`src/hdl/rpip_pkg.sv`:
```
`default_nettype none
package rpip_pkg;

  localparam logic [7:0]  NUL_CHAR    = 8'h00;
  localparam logic [31:0] ERROR_VALUE = 32'hABF41C01;
  localparam logic [5:0]  RADIX_RESET = 6'd10;

  typedef enum logic [7:0] {
    PH_LEAD    = 8'b0000_0001,
    PH_MINUS   = 8'b0000_0010,
    PH_ZERO    = 8'b0000_0100,
    PH_X       = 8'b0000_1000,
    PH_DOLLAR  = 8'b0001_0000,
    PH_PERCENT = 8'b0010_0000,
    PH_DIGITS  = 8'b0100_0000,
    PH_ERROR   = 8'b1000_0000
  } phase_t;

  typedef struct packed {
    phase_t      phase;
    logic [31:0] accum;
    logic        negative;
    logic [5:0]  radix;
    logic        digit_seen;
  } parse_state_t;

endpackage
`default_nettype wire

```
`src/hdl/rpip_step.sv`:
```
`default_nettype none
module rpip_step (
  input  rpip_pkg::parse_state_t st,
  input  logic [7:0]             ch,
  input  logic [5:0]             dflt_radix,
  output rpip_pkg::parse_state_t st_next,
  output logic [31:0]            res_value,
  output logic                   res_bad
);
  import rpip_pkg::*;

  localparam logic [7:0] CH_SPACE   = 8'h20;
  localparam logic [7:0] CH_PLUS    = 8'h2B;
  localparam logic [7:0] CH_MINUS   = 8'h2D;
  localparam logic [7:0] CH_ZERO    = 8'h30;
  localparam logic [7:0] CH_X_LO    = 8'h78;
  localparam logic [7:0] CH_X_UP    = 8'h58;
  localparam logic [7:0] CH_DOLLAR  = 8'h24;
  localparam logic [7:0] CH_PERCENT = 8'h25;
  localparam logic [7:0] NO_DIGIT   = 8'hFF;

  function automatic logic [7:0] digit_of(input logic [7:0] c);
    logic [7:0] d;
    if (c >= 8'h30 && c <= 8'h39) begin
      d = c - 8'h30;
    end else if (c >= 8'h41 && c <= 8'h5A) begin
      d = c - 8'h37;
    end else if (c >= 8'h61 && c <= 8'h7A) begin
      d = c - 8'h57;
    end else begin
      d = NO_DIGIT;
    end
    return d;
  endfunction

  logic        at_lead;
  logic        reach_minus;
  logic        reach_zero;
  logic        reach_dollar;
  logic        reach_percent;
  logic [5:0]  radix_eff;
  logic [7:0]  dig;
  logic [31:0] prod;

  assign at_lead       = (st.phase == PH_LEAD);
  assign reach_minus   = at_lead || (st.phase == PH_MINUS);
  assign reach_zero    = reach_minus || (st.phase == PH_ZERO);
  // a failed '0' test skips the x test and lands on '$'
  assign reach_dollar  = reach_zero || (st.phase == PH_X) || (st.phase == PH_DOLLAR);
  assign reach_percent = reach_dollar || (st.phase == PH_PERCENT);
  assign radix_eff     = at_lead ? dflt_radix : st.radix;
  assign dig           = digit_of(ch);
  // only the low 32 bits survive the wrap
  assign prod          = st.accum * {26'd0, radix_eff};

  assign res_bad   = (st.phase == PH_ERROR) || !st.digit_seen;
  assign res_value = res_bad      ? ERROR_VALUE :
                     st.negative  ? (~st.accum + 32'd1) : st.accum;

  always_comb begin
    st_next = st;
    if (ch == NUL_CHAR) begin
      st_next.phase      = PH_LEAD;
      st_next.accum      = 32'd0;
      st_next.negative   = 1'b0;
      st_next.radix      = dflt_radix;
      st_next.digit_seen = 1'b0;
    end else if (st.phase == PH_ERROR || (at_lead && ch == CH_SPACE)) begin
      st_next = st;
    end else begin
      st_next.radix = radix_eff;
      if (at_lead && ch == CH_PLUS) begin
        st_next.phase = PH_MINUS;
      end else if (reach_minus && ch == CH_MINUS) begin
        st_next.negative = 1'b1;
        st_next.phase    = PH_ZERO;
      end else if (reach_zero && ch == CH_ZERO) begin
        st_next.digit_seen = 1'b1;
        st_next.radix      = 6'd8;
        st_next.phase      = PH_X;
      end else if (st.phase == PH_X && (ch == CH_X_LO || ch == CH_X_UP)) begin
        st_next.radix = 6'd16;
        st_next.phase = PH_DOLLAR;
      end else if (reach_dollar && ch == CH_DOLLAR) begin
        st_next.radix = 6'd16;
        st_next.phase = PH_PERCENT;
      end else if (reach_percent && ch == CH_PERCENT) begin
        st_next.radix = 6'd2;
        st_next.phase = PH_DIGITS;
      end else begin
        st_next.phase = PH_DIGITS;
        if (ch != CH_SPACE) begin
          if (dig >= {2'b00, radix_eff}) begin
            st_next.phase = PH_ERROR;
          end else begin
            st_next.accum      = prod + {24'd0, dig};
            st_next.digit_seen = 1'b1;
          end
        end
      end
    end
  end

endmodule
`default_nettype wire

```
`src/hdl/radix_prefixed_integer_parser.sv`:
```
// A NUL beat moves from the character register into the result register, which holds its result beat.
// Throughput: one character per cycle; the character register feeds one
// multiply-accumulate (32 x 6 bits) into the parse state each cycle.
// Only a NUL waits, and only while the result register is full and stalled.
// Synchronous reset: parser back to leading-space phase, default radix 10,
// no result pending.
`default_nettype none
module radix_prefixed_integer_parser (
  input  logic               clk,
  input  logic               rst,
  input  logic               item_valid,
  output logic               item_stall,
  input  logic [7:0]         ch,
  output logic               result_valid,
  input  logic               result_stall,
  output logic signed [31:0] value,
  output logic               bad,
  input  logic               default_radix_we,
  input  logic [5:0]         default_radix
);
  import rpip_pkg::*;

  logic         q_valid;
  logic [7:0]   q_ch;
  logic [5:0]   dflt_radix;
  parse_state_t st;
  parse_state_t st_next;
  logic [31:0]  res_value;
  logic         res_bad;
  logic         out_free;
  logic         advance;

  rpip_step u_step (
    .st         (st),
    .ch         (q_ch),
    .dflt_radix (dflt_radix),
    .st_next    (st_next),
    .res_value  (res_value),
    .res_bad    (res_bad)
  );

  assign out_free   = !result_valid || !result_stall;
  assign advance    = q_valid && ((q_ch != NUL_CHAR) || out_free);
  assign item_stall = q_valid && !advance;

  always_ff @(posedge clk) begin
    if (rst) begin
      dflt_radix <= RADIX_RESET;
    end else if (default_radix_we) begin
      dflt_radix <= default_radix;
    end
  end

  always_ff @(posedge clk) begin
    if (rst) begin
      q_valid <= 1'b0;
    end else if (!item_stall) begin
      q_valid <= item_valid;
    end
  end

  always_ff @(posedge clk) begin
    if (item_valid && !item_stall) begin
      q_ch <= ch;
    end
  end

  always_ff @(posedge clk) begin
    if (rst) begin
      st.phase      <= PH_LEAD;
      st.accum      <= 32'd0;
      st.negative   <= 1'b0;
      st.radix      <= RADIX_RESET;
      st.digit_seen <= 1'b0;
    end else if (advance) begin
      st <= st_next;
    end
  end

  always_ff @(posedge clk) begin
    if (rst) begin
      result_valid <= 1'b0;
    end else if (advance && q_ch == NUL_CHAR) begin
      result_valid <= 1'b1;
    end else if (!result_stall) begin
      result_valid <= 1'b0;
    end
  end

  always_ff @(posedge clk) begin
    if (advance && q_ch == NUL_CHAR) begin
      value <= res_value;
      bad   <= res_bad;
    end
  end

`ifndef NO_ASSERTIONS
  // a fresh result beat only follows a NUL leaving the character register
  a_result_from_nul: assert property (@(posedge clk) disable iff (rst)
    $rose(result_valid) |-> $past(advance && q_ch == NUL_CHAR))
    else $error("result beat without a NUL");

  a_clear_after_nul: assert property (@(posedge clk) disable iff (rst)
    (advance && q_ch == NUL_CHAR) |=>
      (st.phase == PH_LEAD && st.accum == 32'd0 && !st.negative && !st.digit_seen))
    else $error("parse state not cleared after NUL");

  a_stall_cause: assert property (@(posedge clk) disable iff (rst)
    item_stall |-> (q_valid && q_ch == NUL_CHAR && result_valid && result_stall))
    else $error("input stalled without a blocked NUL");

  a_bad_value: assert property (@(posedge clk) disable iff (rst)
    (result_valid && bad) |-> (value == ERROR_VALUE))
    else $error("rejected string without error value");
`endif

endmodule
`default_nettype wire

```
`config.mk`:
```
export PLATFORM = sky130hd
export DESIGN_NAME = radix_prefixed_integer_parser
export DESIGN_NICKNAME = d
export VERILOG_FILES = /design/src/hdl/rpip_pkg.sv /design/src/hdl/rpip_step.sv /design/src/hdl/radix_prefixed_integer_parser.sv
export SDC_FILE = /design/constraint.sdc
export NUM_CORES = 1
export LEC_CHECK = 0
export ABC_AREA = 1
export BUFFER_PORTS_ARGS = -buffer_cell sky130_fd_sc_hd__buf_4
export CAP_MARGIN = 30
export CORE_MARGIN = 2
export CORE_UTILIZATION = 60
export CTS_BUF_LIST = sky130_fd_sc_hd__clkbuf_2 sky130_fd_sc_hd__clkbuf_4 sky130_fd_sc_hd__clkbuf_8
export DETAILED_ROUTE_END_ITERATION = 16
export MAX_ROUTING_LAYER = met4
export PLACE_DENSITY = 0.78
export REMOVE_ABC_BUFFERS = 1
export SETUP_SLACK_MARGIN = 0.02
export SYNTH_ARGS = -nofsm -noshare
export SYNTH_HDL_FRONTEND = slang
export SYNTH_SLANG_ARGS = --single-unit
```
`constraint.sdc`:
```
create_clock -name clk -period 7.3 [get_ports clk]
set_input_delay 1.46 -clock clk [delete_from_list [all_inputs] [get_ports clk]]
set_output_delay 1.46 -clock clk [all_outputs]
set_load 0.05 [all_outputs]
```
; Word-level counts from Yosys, hierarchy flattened
; Cells that the tools add are included.
[word_totals]
reg_bits = 97
output_inout_bits = 35
[op_classes]
n_addsub = 5
n_mul = 1
magnitude_cmp = 7
eq_ne = 29
n_mux = 35
n_bitwise = 1
reduce_logical = 38
[ops]
columns = cell, count
row1 = two-way mux 32 bit, 7
row2 = two-way mux 48 bit, 2
row3 = two-way mux 40 bit, 2
row4 = two-way mux 8 bit, 10
row5 = "equality test 8 x 6 -> 1 bit, second input constant", 7
row6 = "adder 32 x 1 -> 32 bit, second input constant", 1
row7 = adder 32 x 8 -> 32 bit, 1
row8 = multiplier 32 x 6 -> 32 bit, 1
row9 = NOT 32 bit, 1
row10 = two-way mux 6 bit, 4
row11 = "equality test 8 x 7 -> 1 bit, second input constant", 2
row12 = ">= comparator 8 x 7 -> 1 bit, second input constant", 2
row13 = "less-or-equal comparator 8 x 7 -> 1 bit, second input constant", 2
row14 = "inequality test 2 bit, second input constant", 8
row15 = "subtractor 8 x 6 -> 8 bit, second input constant", 2
row16 = logical AND 1 bit, 14
row17 = two-way mux 7 bit, 2
row18 = "inequality test 3 x 2 -> 1 bit, second input constant", 4
row19 = logical OR 1 bit, 10
row20 = AND reduction 10 bit, 1
row21 = AND reduction 9 bit, 1
row22 = "equality test 8 x 1 -> 1 bit, second input constant", 1
row23 = "equality test 8 x 2 -> 1 bit, second input constant", 1
row24 = "equality test 8 x 3 -> 1 bit, second input constant", 1
row25 = other kinds (17), 29

; Depth between registers and ports, before layout
; Gate-level depths: netlist of the first run.
[depth]
depth_word = 16
ltp_mapped = 33
ltp_nobuf = 31

; By module
; A second synthesis of the first run with hierarchy kept.
[unflattened]
hier_cells = 1722
hier_area_um2 = 12249.2
[modules_own_cells]
columns = module, n_inst, cells_each, area_each_um2
row1 = rpip_step, 1, 1325, 8469.4
row2 = radix_prefixed_integer_parser, 1, 397, 3779.9

; Worst setup path before layout of the first run
; Ideal clock, no wire load.
[synth_timing]
kind = register -> register
from = register st[43] (netlist name)
to = register st[32] (netlist name)
setup_ns = 0.132
arrival_ns = 5.230
setup_slack_ns = 1.938
path_stages_with_launch = 29
period_less_slack_ns = 5.362
cell_sequence = dfxtp_1 > inv_1 > nand2_1 > nor2_1 > buf_4 > nand2_1 > buf_6 > nand2_1 > nand2_1 > clkbuf_1 > nor2_1 > fa_1 > fa_1 > fa_1 > inv_1 > fa_1 > inv_1 > ha_1 > a21oi_1 > o21ai_0 > a21oi_1 > inv_1 > a21oi_1 > o21ai_0 > nand2_1 > nand2_1 > or2_2 > nand3_1 > a21oi_1
[synth_between]
elab_chain_len = 14
elab_cells_between_ends = 43
[synth_lines]
columns = item, line_no
row1 = equality test 8 x 1 -> 1 bit, rpip_step.sv:45  ; assign at_lead = (st.phase == PH_LEAD);
row2 = two-way mux 6 bit, rpip_step.sv:51  ; assign radix_eff = at_lead ? dflt_radix : st.radix;
row3 = multiplier 32 x 6 -> 32 bit, rpip_step.sv:54  ; assign prod = st.accum * {26'd0, radix_eff};
row4 = adder 32 x 8 -> 32 bit, rpip_step.sv:96  ; st_next.accum = prod + {24'd0, dig};
row5 = two-way mux 32 bit, rpip_step.sv:93  ; if (dig >= {2'b00, radix_eff}) begin
row6 = two-way mux 40 bit, rpip_step.sv:92  ; if (ch != CH_SPACE) begin
row7 = two-way mux 32 bit, rpip_step.sv:87  ; end else if (reach_percent && ch == CH_PERCENT) begin
row8 = two-way mux 32 bit, rpip_step.sv:84  ; end else if (reach_dollar && ch == CH_DOLLAR) begin
row9 = two-way mux 32 bit, rpip_step.sv:81  ; end else if (st.phase == PH_X && (ch == CH_X_LO || ch == CH_X_UP)) begin
row10 = two-way mux 32 bit, rpip_step.sv:77  ; end else if (reach_zero && ch == CH_ZERO) begin
row11 = two-way mux 32 bit, rpip_step.sv:74  ; end else if (reach_minus && ch == CH_MINUS) begin
row12 = two-way mux 40 bit, rpip_step.sv:72  ; if (at_lead && ch == CH_PLUS) begin
row13 = two-way mux 48 bit, rpip_step.sv:68  ; end else if (st.phase == PH_ERROR || (at_lead && ch == CH_SPACE)) begin
row14 = two-way mux 48 bit, rpip_step.sv:62  ; if (ch == NUL_CHAR) begin
; Several ways; a longest one is shown, not always the timed one. The select of a mux whose other input is x is not followed.
; A chain may end at the register's enable or synchronous reset.

; Worst setup path after layout of the first run
[layout_timing]
from = register st[42] (netlist name)
to = register st[32] (netlist name)
[layout_between]
elab_chain_len = 14
elab_cells_between_ends = 43
[layout_lines]
columns = item, line_no
row1 = equality test 8 x 1 -> 1 bit, rpip_step.sv:45
row2 = two-way mux 6 bit, rpip_step.sv:51
row3 = multiplier 32 x 6 -> 32 bit, rpip_step.sv:54
row4 = adder 32 x 8 -> 32 bit, rpip_step.sv:96
row5 = two-way mux 32 bit, rpip_step.sv:93
row6 = two-way mux 40 bit, rpip_step.sv:92
row7 = two-way mux 32 bit, rpip_step.sv:87
row8 = two-way mux 32 bit, rpip_step.sv:84
row9 = two-way mux 32 bit, rpip_step.sv:81
row10 = two-way mux 32 bit, rpip_step.sv:77
row11 = two-way mux 32 bit, rpip_step.sv:74
row12 = two-way mux 40 bit, rpip_step.sv:72
row13 = two-way mux 48 bit, rpip_step.sv:68
row14 = two-way mux 48 bit, rpip_step.sv:62
; Several ways; a longest one is shown, not always the timed one. The select of a mux whose other input is x is not followed.

==> impl_metrics.env, run 1 <==
export IMPL_finalWeightedCongestion=1.00
export IMPL_pin_count_of_the_biggest_net_entering_global_routing=49
export IMPL_critical_path_required_ps=7600
export IMPL_finished_layout_cells=1783
export IMPL_maxClockFrequency_mhz=151
export IMPL_timing_critical_path_arrival_ps=6940
export IMPL_synthesis_area_per_instance_um2=7.33
export IMPL_final_common_cell="sky130_fd_sc_hd__nand2_1"
export IMPL_final_setup_viol_count=0
export IMPL_gr_total_overflow=0
export IMPL_final_hold_viol_count=0
export IMPL_ctsHtreeMaxLevel=3
export IMPL_placedCellCount=1767
export IMPL_die_height_um=140
export IMPL_initial_core_util_pct=61.6
export IMPL_tritoncts="done"
export IMPL_ant_cells=0
export IMPL_finalCriticalPeriod_ps=6640
export IMPL_max_slew_margin_pct=34.1
export IMPL_nature_of_the_critical_path_startpoint="register"
export IMPL_area_growth_syn_to_layout_pct=6.54
export IMPL_numCtsBuffers=9
export IMPL_post_cts_repair_setup_buffers=0
export IMPL_timing_max_cap_violations=0
export IMPL_cts_hold_buf=0
export IMPL_power_density_nw_per_um2=105
export IMPL_fillers=1595
export IMPL_report_final_slew_viol_count=0
export IMPL_grt_antenna_before_repair=0
export IMPL_layout_core_utilization_pct=65.7
export IMPL_cts_repair_resize_count=0
export IMPL_timing_final_crit_share_pct=91.0
export IMPL_rsz_0062_raised_after_global_routing="false"
export IMPL_drt_pre_antenna_iters=5
export IMPL_setup_tns_ps=0
export IMPL_drive_gt1_share_pct=8.43
export IMPL_port_buffers=53
export IMPL_p_leak_nw=5.97
export IMPL_ctsRootBufferMaster="sky130_fd_sc_hd__clkbuf_8"
export IMPL_postRouteWirelength_um=31800
export IMPL_max_clock_buf_depth=2
export IMPL_dpl_hpwl_um=24700
export IMPL_multi_input_comb_area_um2=7710
export IMPL_hp_class="reg -> reg"
export IMPL_endpoint_kind="register"
export IMPL_drt_first_iter_violations=1132
export IMPL_run_status="completed"
export IMPL_worst_ir_drop_vdd_mv=0.0841
export IMPL_critical_path_class="reg -> reg"
export IMPL_syn_cell_area_um2=11100
export IMPL_global_route_usage_total_pct=34.7
export IMPL_drt_wirelength_per_cell_um=17.8
export IMPL_clock_skew_final_ps=24.6
export IMPL_floorplan_die_area_um2=19700
export IMPL_seq_area_um2=2350
export IMPL_first_global_vias=9987
export IMPL_synth_sequential_area_ratio_pct=21.1
export IMPL_placementRows=49
export IMPL_routed_via_density=5.87
export IMPL_mostFrequentLayoutCells="sky130_fd_sc_hd__nand2_1, sky130_fd_sc_hd__nor2_1, sky130_fd_sc_hd__inv_1"
export IMPL_drtAntennaViolNets=0
export IMPL_yosys_register_bits=97
export IMPL_worstSkewPairLatency_ps=430
export IMPL_total_via_count_after_detailed_routing=10474
export IMPL_synth_warnings=0
export IMPL_floorplan_core_area_um2=18100
export IMPL_post_route_drc_count=0
export IMPL_die_w_um=140
export IMPL_clkSlewWorstSetupHoldPaths_ps=130
export IMPL_number_of_unique_standard_cell_types_used_by_synthesis=45
export IMPL_synth_cells=1521
export IMPL_grt_first_pass_wirelength_um=51800
export IMPL_maximum_fanout_encountered_on_the_critical_timing_path=11
export IMPL_clock_sink_count=97
export IMPL_nNetsFinal=1761
export IMPL_worst_slew_pin_slew_ps=986
export IMPL_io_pins=54
[path summary, 6_finish.rpt]
path | from | cells after the start | endpoint | slack, ps
max reg2reg | st[42] | 27 | st[32] | 660
min | st[0] | 2 | st[0] | 480
min reg2reg | st[0] | 2 | st[0] | 480
max | st[42] | 27 | st[32] | 660
[per-layer routing]
| layer | part of all wire [%] | track usage (%) | vias to the layer above |
|---|---|---|---|
| met4 | 4.0 | 14.6 | 0 |
| met3 | 9.9 | 7.28 | 93 |
| met5 | 0 | - | - |
| li1 | - | - | 4925 |
| met1 | 43 | 47.5 | 4926 |
| met2 | 43 | 50.3 | 530 |
[final cells by class]
| cell class | instances | share of cell area (%) |
|---|---|---|
| Tap cell | 229 | 2.41 |
| Clock buffer | 9 | 1.04 |
| Clock inverter | 7 | 0.685 |
| Multi-Input combinational cell | 1150 | 64.9 |
| Sequential cell | 97 | 19.8 |
| Timing Repair Buffer | 62 | 3.92 |
| Inverter | 229 | 7.24 |
[flip-flops by register name (all words and copies together) (netlist names)]
register,cells
q_valid,1
value,32
q_ch,8
dflt_radix,6
bad,1
result_valid,1
st,48
[where the power goes]
part	switching, mW	internal (mW)
Combinational	0.197	0.0758
Clock	0.252	0.138
Sequential	0.0118	0.573
[cell families after synthesis]
family / count (synthesis) / share of synthesized area (%)
simple gates: 721 / 27.5
buf+inv: 274 / 9.78
compound gates: 221 / 11.0
fa+ha+maj: 193 / 29.3
flops: 97 / 21.1
xor+xnor: 15 / 1.18
[metrics by stage]
stage | power [mW] | hold slack (ps) | cell area [um^2] | worst slack (ps)
floorplan | 0.764 | 434 | 10900 | 1450
global route | 1.30 | 515 | 11900 | 233
finish | 1.25 | 484 | 11900 | 657
global placement | 0.853 | 464 | 11700 | 1090
detailed placement | 0.859 | 466 | 11700 | 856
CTS | 1.24 | 488 | 11900 | 816
[worst max-delay path: stages (launching register included)]
cell and delay (ps):
sky130_fd_sc_hd__dfxtp_1 330, sky130_fd_sc_hd__inv_1 90, sky130_fd_sc_hd__nand2_1 90, sky130_fd_sc_hd__nor2_1 530
sky130_fd_sc_hd__nand2_1 460, sky130_fd_sc_hd__nand2_1 180, sky130_fd_sc_hd__nand2_1 170, sky130_fd_sc_hd__inv_1 250
sky130_fd_sc_hd__nand2_1 120, sky130_fd_sc_hd__fa_1 510, sky130_fd_sc_hd__fa_1 540, sky130_fd_sc_hd__inv_1 50
sky130_fd_sc_hd__fa_1 550, sky130_fd_sc_hd__inv_1 60, sky130_fd_sc_hd__fa_1 520, sky130_fd_sc_hd__inv_1 50
sky130_fd_sc_hd__ha_1 350, sky130_fd_sc_hd__a21oi_1 150, sky130_fd_sc_hd__o21ai_0 100, sky130_fd_sc_hd__a21oi_1 310
sky130_fd_sc_hd__inv_1 90, sky130_fd_sc_hd__a21oi_1 290, sky130_fd_sc_hd__o21ai_0 190, sky130_fd_sc_hd__nand2_1 100
sky130_fd_sc_hd__nand2_1 60, sky130_fd_sc_hd__or2_2 270, sky130_fd_sc_hd__nand3_1 70, sky130_fd_sc_hd__a21oi_1 70
[cells in the mapped netlist, drive strengths merged]
master	instances	share of area, %
o21a	6	0.40
nand4	19	1.1
nand3b	3	0.20
o31ai	3	0.20
ha	79	8.9
o21bai	4	0.27
a21oi	122	5.6
o221ai	2	0.16
edfxtp	41	11
clkbuf	25	0.84
nand2	314	11
dfxtp	56	10
a21boi	1	0.067
a221oi	3	0.24
o311ai	1	0.079
or2	13	0.73
xnor2	6	0.47
a21o	5	0.34
fa	114	20
nor3	28	1.4
inv	224	7.5
buf	20	1.2
xor2	9	0.71
nor4	4	0.22
or3b	1	0.079
clkinv	5	0.17
o22ai	1	0.056
a31oi	5	0.28
nor2	235	8.2
o21ai	64	3.1
o211ai	2	0.13
a211oi	2	0.13
nand3	104	4.8
Note: power is estimated with default switching activity, not from simulation.
==> run 2, diff against run 1 <==
--- a/config.mk
+++ b/config.mk
@@ -11,7 +11,8 @@
 export CORE_MARGIN = 2
-export CORE_UTILIZATION = 60
+export CORE_UTILIZATION = 59
 export CTS_BUF_LIST = sky130_fd_sc_hd__clkbuf_2 sky130_fd_sc_hd__clkbuf_4 sky130_fd_sc_hd__clkbuf_8
 export DETAILED_ROUTE_END_ITERATION = 16
+export HOLD_SLACK_MARGIN = 0.05
 export MAX_ROUTING_LAYER = met4
-export PLACE_DENSITY = 0.78
+export PLACE_DENSITY = 0.8
 export REMOVE_ABC_BUFFERS = 1
==> constraint.sdc (replaced) <==
create_clock -name clk -period 6 [get_ports clk]
set_input_delay 0.3 -clock clk [delete_from_list [all_inputs] [get_ports clk]]
set_output_delay 0.3 -clock clk [all_outputs]
set_load 0.05 [all_outputs]
==> run 2 against run 1 <==
  * Global-route usage is 1.5 points lower
  * Cell count up 1.2%
  * Sequential share of layout area decreased by 0.25 points
  * Power grew 20%
  * Fmax is 17% higher
  * First-iteration DRC count shrank 17%
  * Utilization is 1.2 points lower
  * Hold slack worse by 400 ps
  * Critical endpoint is now st[36]
  * Largest power group unchanged
==> impl_metrics.env, run 2 (same netlist as run 1, synthesis figures left out) <==
export IMPL_timing_final_crit_share_pct=94.8
export IMPL_clock_sink_count=97
export IMPL_dpl_hpwl_um=24200
export IMPL_timing_critical_path_max_delay_family="adder cells"
export IMPL_tritoncts="done"
export IMPL_floorplan_core_area_um2=18600
export IMPL_port_buffers=53
export IMPL_setup_tns_ps=0
export IMPL_placedCellCount=1784
export IMPL_area_growth_syn_to_layout_pct=7.88
export IMPL_timing_critical_path_mode_cell="sky130_fd_sc_hd__inv_1"
export IMPL_worst_ir_drop_vdd_mv=0.109
export IMPL_worstPathBufferInverterCount=8
export IMPL_nature_of_the_critical_path_startpoint="register"
export IMPL_grt_first_pass_wirelength_um=50700
export IMPL_first_global_vias=10006
export IMPL_post_route_drc_count=0
export IMPL_maxClockFrequency_mhz=176
export IMPL_drt_pre_antenna_iters=6
export IMPL_endpoint_kind="register"
export IMPL_critical_path_class="reg -> reg"
export IMPL_dpl_instance_area_um2=11800
export IMPL_worstSkewPairLatency_ps=400
export IMPL_final_common_cell="sky130_fd_sc_hd__nand2_1"
export IMPL_placementRows=50
export IMPL_max_clock_buf_depth=2
export IMPL_run_status="completed"
export IMPL_timing_critical_path_slowest_cell_delay_ps=540
export IMPL_floorplan_die_area_um2=20000
export IMPL_timing_critical_path_arrival_ps=5950
export IMPL_final_setup_viol_count=0
export IMPL_clkSlewWorstSetupHoldPaths_ps=110
export IMPL_postLayoutCellArea_um2=12000
export IMPL_clock_skew_final_ps=24.3
export IMPL_max_slew_margin_pct=47.5
export IMPL_layout_core_utilization_pct=64.5
export IMPL_initial_core_util_pct=59.8
export IMPL_reg_top3="st: 48 flops, value: 32 flops, q_ch: 8 flops"
export IMPL_pre_cts_ws_ps=61.2
export IMPL_maximum_fanout_encountered_on_the_critical_timing_path=9
export IMPL_rsz_0062_raised_after_global_routing="false"
export IMPL_timing_max_cap_violations=0
export IMPL_final_hold_viol_count=0
export IMPL_postRouteWirelength_um=30900
export IMPL_use_met3_pct=6.24
export IMPL_cp_slowest_cell="sky130_fd_sc_hd__fa_1"
export IMPL_gr_usage_met1_pct=45.0
export IMPL_drt_wirelength_per_cell_um=17.1
export IMPL_die_w_um=141
export IMPL_p_leak_nw=6.04
export IMPL_gr_total_overflow=0
export IMPL_fillers=1664
export IMPL_nNetsFinal=1776
export IMPL_ctsRootBufferMaster="sky130_fd_sc_hd__clkbuf_8"
export IMPL_drive_gt1_share_pct=9.82
export IMPL_routed_via_density=5.79
export IMPL_power_mw=1.50
export IMPL_largest_register="st"
export IMPL_io_pins=54
export IMPL_report_final_slew_viol_count=0
export IMPL_drt_first_iter_violations=935
export IMPL_largest_reg_flops=48
export IMPL_die_height_um=141
export IMPL_finished_layout_cells=1804
export IMPL_global_route_usage_total_pct=33.2
export IMPL_worst_hold_slack_ps=81.3
export IMPL_ctsHtreeMaxLevel=3
export IMPL_power_density_nw_per_um2=125
export IMPL_total_via_count_after_detailed_routing=10440
export IMPL_finalCriticalPeriod_ps=5690
export IMPL_finalWeightedCongestion=1.01
export IMPL_cts_hold_buf=0
export IMPL_worst_slew_pin_slew_ps=786
export IMPL_pin_count_of_the_biggest_net_entering_global_routing=49
export IMPL_final_critical_path_setup_slack_ps=314
export IMPL_critical_path_required_ps=6260
export IMPL_hp_class="in -> reg"
export IMPL_numCtsBuffers=9
export IMPL_drtAntennaViolNets=0
export IMPL_grt_busiest_layer="met2"
export IMPL_grt_antenna_before_repair=1
export IMPL_mostFrequentLayoutCells="sky130_fd_sc_hd__nand2_1, sky130_fd_sc_hd__nor2_1, sky130_fd_sc_hd__inv_1"
export IMPL_grtUsageMet2_pct=50.9
==> run 2: cell type report <==
type,instances,area [um^2],area share (%)
Clock buffer,11,139,1.16
Sequential cell,97,2350,19.6
Antenna cell,1,2.50,0.0208
Clock inverter,5,38.8,0.323
Multi-Input combinational cell,1151,7750,64.5
Tap cell,234,293,2.43
Timing Repair Buffer,76,587,4.88
Inverter,229,860,7.15
==> run 2: path summary, 6_finish.rpt <==
kind                      from            to  slack (ps)  cells past startpoint
setup / recovery        st[42]        st[36]         310                     26
setup reg to reg        st[42]        st[36]         310                     26
hold / removal           ch[7]       q_ch[7]          80                      1
hold reg to reg   result_valid  result_valid         490                      2
==> run 2: worst register-to-register path, stage by stage, from the launching register on <==
cell,delay (ps)
sky130_fd_sc_hd__dfxtp_1,320
sky130_fd_sc_hd__inv_1,80
sky130_fd_sc_hd__nand2_1,130
sky130_fd_sc_hd__nor2_4,230
sky130_fd_sc_hd__buf_4,180
sky130_fd_sc_hd__nand3_1,120
sky130_fd_sc_hd__nand2_2,180
sky130_fd_sc_hd__buf_4,210
sky130_fd_sc_hd__nor2_1,80
sky130_fd_sc_hd__fa_1,540
sky130_fd_sc_hd__inv_1,50
sky130_fd_sc_hd__fa_1,470
sky130_fd_sc_hd__inv_1,60
sky130_fd_sc_hd__fa_1,530
sky130_fd_sc_hd__inv_1,50
sky130_fd_sc_hd__fa_1,490
sky130_fd_sc_hd__inv_1,40
sky130_fd_sc_hd__ha_1,340
sky130_fd_sc_hd__inv_1,80
sky130_fd_sc_hd__nor3_1,250
sky130_fd_sc_hd__a21oi_2,130
sky130_fd_sc_hd__o21ai_0,440
sky130_fd_sc_hd__nand2_1,230
sky130_fd_sc_hd__nand2_1,130
sky130_fd_sc_hd__nand2_1,50
sky130_fd_sc_hd__nand3_1,90
sky130_fd_sc_hd__a21oi_1,70
==> run 2: metal layers <==
metal	vias to the layer above	part of all wire, %
met3	55	8.7
met1	4947	44
met5	-	0
met4	0	2.4
met2	473	45
li1	4965	-
==> run 2: where the power goes <==
part | internal [mW] | switching (mW) | total (mW) | leakage, nW
Sequential | 0.697 | 0.0142 | 0.711 | 0.872
Combinational | 0.111 | 0.248 | 0.359 | 5.08
Clock | 0.164 | 0.268 | 0.432 | 0.0877
Total | 0.972 | 0.530 | 1.50 | 6.04
==> run 2: repair_timing <==
item / 4_1_cts / 5_1_grt
resized for setup: 0 / 12
buffers inserted: 0 / 2
hold endpoints to repair: 0 / 0
endpoints found under the setup margin: 0 / 18
